$ cat src/sv/assert_macros.svh
// ----------------------------------------------------------------------------
// Assertion macros
// Shared concurrent assertion helpers; define ASSERT_OFF to compile them out.
// ----------------------------------------------------------------------------
`ifndef ASSERT_MACROS_SVH
`define ASSERT_MACROS_SVH

`ifndef ASSERT_OFF

`define ASSERT_PROP(lbl, clk, rst_n, prop) \
    lbl: assert property (@(posedge clk) disable iff (!rst_n) prop) \
        else $error("assertion failed");

`define ASSERT_NEVER(lbl, clk, rst_n, expr) \
    lbl: assert property (@(posedge clk) disable iff (!rst_n) !(expr)) \
        else $error("forbidden condition seen");

`else

`define ASSERT_PROP(lbl, clk, rst_n, prop)

`define ASSERT_NEVER(lbl, clk, rst_n, expr)

`endif

`endif

$ cat src/sv/wspfp_pkg.sv
// ----------------------------------------------------------------------------
// WebSocket pixel frame parser package
// Parse phases, opcodes, header constants and the event record.
// ----------------------------------------------------------------------------
package wspfp_pkg;

    typedef enum logic [2:0] {
        PH_B0,
        PH_B1,
        PH_EXT,
        PH_KEY,
        PH_PAY
    } phase_t;

    localparam logic [3:0] OP_CLOSE  = 4'h8;
    localparam logic [3:0] OP_BINARY = 4'h2;

    localparam logic [6:0] LEN7_EXT16 = 7'd126;
    localparam logic [6:0] LEN7_EXT64 = 7'd127;

    localparam logic [3:0] EXT16_BYTES = 4'd2;
    localparam logic [3:0] EXT64_BYTES = 4'd8;
    localparam logic [3:0] KEY_BYTES   = 4'd4;

    localparam logic EV_PIXEL = 1'b0;
    localparam logic EV_CLOSE = 1'b1;

    typedef struct packed {
        logic       kind;
        logic [7:0] x;
        logic [7:0] y;
        logic [7:0] color;
    } event_t;

endpackage

$ cat src/sv/wspfp_frame_parser.sv
// ----------------------------------------------------------------------------
// Frame parser
// Input byte register and the header/payload state machine; one byte a cycle while the event queue is not full.
// ----------------------------------------------------------------------------
`include "assert_macros.svh"

module wspfp_frame_parser
    import wspfp_pkg::*;
(
    input  logic       clk,
    input  logic       rst_n,
    input  logic       in_valid,
    output logic       in_stall,
    input  logic [7:0] in_byte,
    input  logic       q_full,
    output logic       evt_vld,
    output event_t     evt
);

    logic        in_vld_reg;
    logic [7:0]  byte_reg;
    logic        step;

    phase_t      phase_reg, phase_next;
    logic [3:0]  cnt_reg, cnt_next;
    logic [3:0]  opcode_reg, opcode_next;
    logic        final_reg, final_next;
    logic        masked_reg, masked_next;
    logic [63:0] len_reg, len_next;
    logic [1:0]  idx_reg, idx_next;
    logic [31:0] key_reg, key_next;
    logic [1:0]  grp_reg, grp_next;
    logic [7:0]  held_x_reg, held_x_next;
    logic [7:0]  held_y_reg, held_y_next;

    logic        len_known;
    logic        known_masked;
    logic        hdr_done;
    logic        frame_end;
    logic [63:0] known_len;
    logic [63:0] ext_len;
    logic [31:0] ext_key;
    logic [3:0]  cnt_dec;
    logic [7:0]  key_byte;
    logic [7:0]  plain;
    logic [6:0]  len7;

    assign in_stall = in_vld_reg && q_full;
    assign step     = in_vld_reg && !q_full;

    always_ff @(posedge clk or negedge rst_n)
    begin
        if (!rst_n)
        begin
            in_vld_reg <= 1'b0;
        end
        else if (!in_stall)
        begin
            in_vld_reg <= in_valid;
        end
    end

    always_ff @(posedge clk)
    begin
        if (!in_stall)
        begin
            byte_reg <= in_byte;
        end
    end

    always_comb
    begin
        case (idx_reg)
            2'd0:    key_byte = key_reg[31:24];
            2'd1:    key_byte = key_reg[23:16];
            2'd2:    key_byte = key_reg[15:8];
            default: key_byte = key_reg[7:0];
        endcase
    end

    assign plain   = byte_reg ^ key_byte;
    assign len7    = byte_reg[6:0];
    assign ext_len = {len_reg[55:0], byte_reg};
    assign ext_key = {key_reg[23:0], byte_reg};
    assign cnt_dec = (cnt_reg != 4'd0) ? cnt_reg - 4'd1 : cnt_reg;

    always_comb
    begin
        phase_next   = phase_reg;
        cnt_next     = cnt_reg;
        opcode_next  = opcode_reg;
        final_next   = final_reg;
        masked_next  = masked_reg;
        len_next     = len_reg;
        idx_next     = idx_reg;
        key_next     = key_reg;
        grp_next     = grp_reg;
        held_x_next  = held_x_reg;
        held_y_next  = held_y_reg;
        len_known    = 1'b0;
        known_masked = masked_reg;
        known_len    = len_reg;
        hdr_done     = 1'b0;
        frame_end    = 1'b0;
        evt_vld      = 1'b0;
        evt          = '0;

        case (phase_reg)
            PH_B1:
            begin
                masked_next  = byte_reg[7];
                known_masked = byte_reg[7];
                key_next     = '0;
                if (len7 == LEN7_EXT16)
                begin
                    len_next   = '0;
                    cnt_next   = EXT16_BYTES;
                    phase_next = PH_EXT;
                end
                else if (len7 == LEN7_EXT64)
                begin
                    len_next   = '0;
                    cnt_next   = EXT64_BYTES;
                    phase_next = PH_EXT;
                end
                else
                begin
                    len_next  = {57'd0, len7};
                    known_len = {57'd0, len7};
                    len_known = 1'b1;
                end
            end
            PH_EXT:
            begin
                len_next  = ext_len;
                known_len = ext_len;
                cnt_next  = cnt_dec;
                len_known = (cnt_dec == 4'd0);
            end
            PH_KEY:
            begin
                key_next = ext_key;
                cnt_next = cnt_dec;
                hdr_done = (cnt_dec == 4'd0);
            end
            PH_PAY:
            begin
                case (grp_reg)
                    2'd0:
                    begin
                        held_x_next = plain;
                        grp_next    = 2'd1;
                    end
                    2'd1:
                    begin
                        held_y_next = plain;
                        grp_next    = 2'd2;
                    end
                    default:
                    begin
                        evt_vld   = final_reg && (opcode_reg == OP_BINARY);
                        evt.kind  = EV_PIXEL;
                        evt.x     = held_x_reg;
                        evt.y     = held_y_reg;
                        evt.color = plain;
                        grp_next  = 2'd0;
                    end
                endcase
                idx_next  = idx_reg + 2'd1;
                len_next  = len_reg - 64'd1;
                frame_end = (len_reg == 64'd1);
            end
            default:
            begin
                final_next  = byte_reg[7];
                opcode_next = byte_reg[3:0];
                cnt_next    = '0;
                phase_next  = PH_B1;
            end
        endcase

        if (len_known)
        begin
            if (known_masked)
            begin
                phase_next = PH_KEY;
                cnt_next   = KEY_BYTES;
            end
            else
            begin
                cnt_next = '0;
                hdr_done = 1'b1;
            end
        end

        if (hdr_done)
        begin
            idx_next = '0;
            grp_next = '0;
            if (known_len == 64'd0)
            begin
                frame_end = 1'b1;
            end
            else
            begin
                phase_next = PH_PAY;
            end
        end

        if (frame_end)
        begin
            if (final_reg && (opcode_reg == OP_CLOSE))
            begin
                evt_vld = 1'b1;
                evt     = '{kind: EV_CLOSE, x: 8'd0, y: 8'd0, color: 8'd0};
            end
            phase_next = PH_B0;
            cnt_next   = '0;
            idx_next   = '0;
            grp_next   = '0;
        end

        if (!step)
        begin
            evt_vld = 1'b0;
        end
    end

    always_ff @(posedge clk or negedge rst_n)
    begin
        if (!rst_n)
        begin
            phase_reg  <= PH_B0;
            cnt_reg    <= '0;
            opcode_reg <= '0;
            final_reg  <= 1'b0;
            masked_reg <= 1'b0;
            len_reg    <= '0;
            idx_reg    <= '0;
            key_reg    <= '0;
            grp_reg    <= '0;
            held_x_reg <= '0;
            held_y_reg <= '0;
        end
        else if (step)
        begin
            phase_reg  <= phase_next;
            cnt_reg    <= cnt_next;
            opcode_reg <= opcode_next;
            final_reg  <= final_next;
            masked_reg <= masked_next;
            len_reg    <= len_next;
            idx_reg    <= idx_next;
            key_reg    <= key_next;
            grp_reg    <= grp_next;
            held_x_reg <= held_x_next;
            held_y_reg <= held_y_next;
        end
    end

    `ASSERT_PROP(a_no_event_in_b0, clk, rst_n, evt_vld |-> phase_reg != PH_B0)
    `ASSERT_PROP(a_pay_len_nonzero, clk, rst_n, (phase_reg == PH_PAY) |-> (len_reg != 64'd0))
    `ASSERT_PROP(a_pixel_third_byte, clk, rst_n, (evt_vld && evt.kind == EV_PIXEL) |-> (grp_reg == 2'd2))
    `ASSERT_NEVER(a_hdr_cnt_range, clk, rst_n, cnt_reg > EXT64_BYTES)

endmodule

$ cat src/sv/wspfp_event_queue.sv
// ----------------------------------------------------------------------------
// Event queue
// Two-entry result buffer; decouples output stall from the parser.
// ----------------------------------------------------------------------------
`include "assert_macros.svh"

module wspfp_event_queue
    import wspfp_pkg::*;
(
    input  logic   clk,
    input  logic   rst_n,
    input  logic   push,
    input  event_t push_evt,
    output logic   full,
    output logic   out_vld,
    input  logic   out_stall,
    output event_t out_evt
);

    event_t     mem [2];
    logic [1:0] count_reg, count_next;
    logic       rd_ptr_reg, rd_ptr_next;
    logic       wr_ptr_reg, wr_ptr_next;
    logic       pop;

    assign full    = (count_reg == 2'd2);
    assign out_vld = (count_reg != 2'd0);
    assign pop     = out_vld && !out_stall;
    assign out_evt = mem[rd_ptr_reg];

    always_comb
    begin
        count_next  = count_reg;
        rd_ptr_next = rd_ptr_reg;
        wr_ptr_next = wr_ptr_reg;
        if (push)
        begin
            wr_ptr_next = !wr_ptr_reg;
        end
        if (pop)
        begin
            rd_ptr_next = !rd_ptr_reg;
        end
        if (push && !pop)
        begin
            count_next = count_reg + 2'd1;
        end
        else if (pop && !push)
        begin
            count_next = count_reg - 2'd1;
        end
    end

    always_ff @(posedge clk or negedge rst_n)
    begin
        if (!rst_n)
        begin
            count_reg  <= '0;
            rd_ptr_reg <= 1'b0;
            wr_ptr_reg <= 1'b0;
        end
        else
        begin
            count_reg  <= count_next;
            rd_ptr_reg <= rd_ptr_next;
            wr_ptr_reg <= wr_ptr_next;
        end
    end

    always_ff @(posedge clk)
    begin
        if (push)
        begin
            mem[wr_ptr_reg] <= push_evt;
        end
    end

    `ASSERT_NEVER(a_count_range, clk, rst_n, count_reg == 2'd3)
    `ASSERT_NEVER(a_push_when_full, clk, rst_n, push && full)
    `ASSERT_PROP(a_pop_drains, clk, rst_n, (pop && !push) |=> count_reg == $past(count_reg) - 2'd1)

endmodule

$ cat src/sv/websocket_pixel_frame_parser_unit.sv
// Path: an accepted byte is held in the input register, decoded, and its event written into the event queue.
// Throughput: one byte per cycle while the queue is not full; the two-entry event queue absorbs output stall.
// in_stall rises only when the input register holds a byte and the queue is full.
// Reset (rst_n, async, active low) empties both stages and returns to the first header byte.
// ----------------------------------------------------------------------------
// WebSocket pixel frame parser
// Deframes a masked or unmasked WebSocket byte stream into pixel and close events.
// ----------------------------------------------------------------------------
module websocket_pixel_frame_parser_unit
    import wspfp_pkg::*;
(
    input  logic       clk,
    input  logic       rst_n,
    input  logic       in_valid,
    output logic       in_stall,
    input  logic [7:0] in_byte,
    output logic       out_valid,
    input  logic       out_stall,
    output logic       event_kind,
    output logic [7:0] pixel_x,
    output logic [7:0] pixel_y,
    output logic [7:0] pixel_color
);

    logic   q_full;
    logic   evt_vld;
    event_t evt;
    event_t out_evt;

    wspfp_frame_parser u_parser (
        .clk      (clk),
        .rst_n    (rst_n),
        .in_valid (in_valid),
        .in_stall (in_stall),
        .in_byte  (in_byte),
        .q_full   (q_full),
        .evt_vld  (evt_vld),
        .evt      (evt)
    );

    wspfp_event_queue u_queue (
        .clk       (clk),
        .rst_n     (rst_n),
        .push      (evt_vld),
        .push_evt  (evt),
        .full      (q_full),
        .out_vld   (out_valid),
        .out_stall (out_stall),
        .out_evt   (out_evt)
    );

    assign event_kind  = out_evt.kind;
    assign pixel_x     = out_evt.x;
    assign pixel_y     = out_evt.y;
    assign pixel_color = out_evt.color;

endmodule

$ cat config.mk
export PLATFORM = sky130hd
export DESIGN_NAME = websocket_pixel_frame_parser_unit
export DESIGN_NICKNAME = d
export VERILOG_FILES = /design/src/sv/wspfp_pkg.sv /design/src/sv/wspfp_frame_parser.sv /design/src/sv/wspfp_event_queue.sv /design/src/sv/websocket_pixel_frame_parser_unit.sv
export VERILOG_INCLUDE_DIRS = /design/src /design/src/sv
export SDC_FILE = /design/constraint.sdc
export NUM_CORES = 1
export LEC_CHECK = 0
export BUFFER_PORTS_ARGS = -buffer_cell sky130_fd_sc_hd__buf_2
export CAP_MARGIN = 20
export CORE_AREA = 2 2 131 196
export DETAILED_ROUTE_END_ITERATION = 6
export DIE_AREA = 0 0 133 198
export GPL_TIMING_DRIVEN = 0
export PLACE_DENSITY_LB_ADDON = 0.3
export RECOVER_POWER = 25
export SETUP_SLACK_MARGIN = 0.15
export SLEW_MARGIN = 20
export SYNTH_ARGS = -nofsm -noshare
export SYNTH_HDL_FRONTEND = slang
export SYNTH_SLANG_ARGS = --single-unit
$ cat constraint.sdc
create_clock -name clk -period 5.2 [get_ports clk]
set_clock_uncertainty 0.15 [all_clocks]
set_input_delay 1.3 -clock clk [delete_from_list [all_inputs] [get_ports clk]]
set_output_delay 1.3 -clock clk [all_outputs]
set_load 0.03 [all_outputs]
==> impl_metrics.ini <==
[run_status]
status = complete, but fails checks
failed_checks = max-capacitance violations, max-slew violations

[grt]
antenna_found_initial = 0
grt_pass1_vias = 8378
grt_pass1_wl_um = 44500
grt_max_degree = 78
overflow = 0
track_usage = 0.216

[power]
swShare = 0.417
p_leak_nw = 4.41
internal-power_mw = 3.26
p_comb_frac = 0.378
p_sw_mw = 2.33
power_frac_seq = 0.368
clockPowerShare = 0.254
vdd_drop_max_mv = 0.292
power.density_nw_per_um2 = 507

[synthesis]
synth-compound-area-share = 0.182
synth_warnings = 0
synth.most_common_cell = o21ai_0
synth_mux_area_frac = 0.0440
synth-xor-area-share = 0.0135
yosysTopAreaCellShare = 0.345
netlist_area_um2 = 9730
ys_ff_latch = 192
ys_top_cells_by_count = o21ai_0 (148), nand2_1 (141), dfrtp_1 (134), nor2_1 (80), a21oi_1 (60)
synth_cell_types = 61
ys_seq_area_frac = 0.524
synthTopCellsByArea = dfrtp_1 (34%), edfxtp_1 (18%), o21ai_0 (7.6%)
synth_simple_gate_area_frac = 0.186
synth_top_family_by_area = simple AND/OR/NAND/NOR gates
ys_async_sr_fraction = 0.698
synthAdderAreaFrac = 0.0103
synth_top_flop_cell = dfrtp_1
synth_enable_flop_cells = 58
syn_inst = 1027
avgSynthCellArea_um2 = 9.47
synthesis.nets = 1047
synth_top_area_cell = dfrtp_1

[placement]
placed_area_um2 = 10400
place_congestion = 0.925
io_buffers = 38
dp_hpwl_um = 20000

[sta]
fin_hold_ws_ps = 326
min_period_ps = 4490
max_freq_mhz = 223
rsz0062_at_grt = false
setup_viol = 0
hold_viol = 0
period_share = 0.864
worst-slew-pin-transition_ps = 3200
maxSlewViolCount = 58
max_slew_margin = -1.14

[clocking]
cts_tree = yes
cts_root_buf = clkbuf_16
cts_max_path_buffers = 2
clkTransAtPathRegs_ps = 80
cts_made_buffers = 17
cts-htree-levels = 4
cts.sinks = 192
cts_setup_buffers = 0
clock_latency_ps = 450
cts.repair.resized = 0
cts_hold_buffers = 0

[floorplan]
dieWidth_um = 133
die_height_um = 198
die-area_um2 = 26300
initial_core_util = 0.392
core-area_um2 = 24800
num_rows = 71
io_pins = 39

[worst_setup_path]
cp-start-kind = flop
required_ps = 5130
worst_setup_path_end_kind = flop
critPathMaxFanout = 25
criticalPathCategory = reg2reg
arrival_ps = 4430

[final_layout]
area_growth_pct = 13.5
stdcell_area_um2 = 11000
drive_gt1_frac = 0.110
diodes = 0
layout.nets = 1107
largest_reg_flops = 64

[routing]
antenna_left = 0
wl_per_cell_um = 19.2
drt_iter0_drc = 738
drcViolationCount = 0
wl_met3_um = 1070
viasPerCell = 5.81
via_count = 8302
dr_wl_met2_um = 14700
highest_layer = met4
dr.pass1.iters = 6
wl_met1_um = 10100
wl_um = 27400

[hold_path]
hold_class = reg2reg

[flow_run]
max_cap_viol_count = 1
[kinds of logic (layout without fill, tap and decap cells)]
kind of cell | Yosys count | count (layout)
buffers and inverters | 96 | 169
DFF | 192 | 192
and+or+nand+nor | 378 | 378
muxes | 39 | 39
AOI/OAI and AO/OA | 299 | 299
adders and majority gates | 8 | 8
xor gates and xnor gates | 15 | 15
[power groups by stage]
stage	clock network (mW)	registers [mW]	logic, mW
final	1.42	2.06	2.12
after global routing	1.50	2.09	2.33
after CTS	1.44	2.05	2.11
after detailed placement	0	2.08	2.09
after global placement	0	2.07	2.06
after floorplan	0	1.99	1.48
[cells in the final DEF, fill, tap and decap left out, types with 30 or more instances in the layout]
master    netlist  layout
clkbuf_1       59      60
dfrtp_1       134     134
nor2_1         80      80
o21ai_0       148     148
nand2_1       141     141
buf_2           0      37
edfxtp_1       58      58
inv_1          31      31
a21oi_1        60      60
mux2_2         30      30
nor3_1         37      37
[metal layers]
| layer | GRT usage | up-vias |
|---|---|---|
| met5 | 0 | - |
| met4 | 0.130 | 0 |
| met3 | 0.0305 | 105 |
| met1 | 0.224 | 4042 |
| li1 | - | 3860 |
| met2 | 0.407 | 295 |
[worst paths after layout]
| check | from | end | slack (ps) | cells past startpoint |
|---|---|---|---|---|
| hold reg to reg | u_parser.held_y_reg[1] | u_parser.held_y_reg[1] | 330 | 2 |
| setup reg to reg | u_parser.len_reg[27] | u_queue.mem[1][5] | 710 | 10 |
| setup / recovery | u_parser.len_reg[27] | u_queue.mem[1][5] | 710 | 10 |
| hold / removal | u_parser.held_y_reg[1] | u_parser.held_y_reg[1] | 330 | 2 |
| max in group asynchronous | rst_n | u_parser.len_reg[51] | 1340 | 1 |
| min in group asynchronous | rst_n | u_parser.len_reg[13] | 1770 | 1 |
[through the flow]
step,instances,util,power [mW],setup TNS (ps),setup WS [ps]
finish,1428,0.445,5.59,0,709
global route,1428,0.445,5.92,0,497
CTS,1428,0.445,5.60,0,624
detailed placement,1396,0.420,4.17,0,684
global placement,1393,0.417,4.13,-15050,-604
floorplan,1027,-,3.48,0,721
[area by class of cell]
type	instances	area [um2]
buffer	65	274
clock buffer	18	439
clock inverter	14	196
fill	2374	13700
inverter	31	116
multi-input combinational	739	4280
sequential	192	5090
tap	328	410
timing repair buffer	41	231
[worst max-delay path: stages, from the launching register on]
cell and delay, ps:
dfrtp_1 460, or3_1 410, buf_6 140, or4b_4 530, buf_6 160, nor4_2 290
a21oi_1 140, o41ai_2 630, a21oi_1 240, nor3_1 350, and2_2 620
Power figures use the tool's default switching activity.
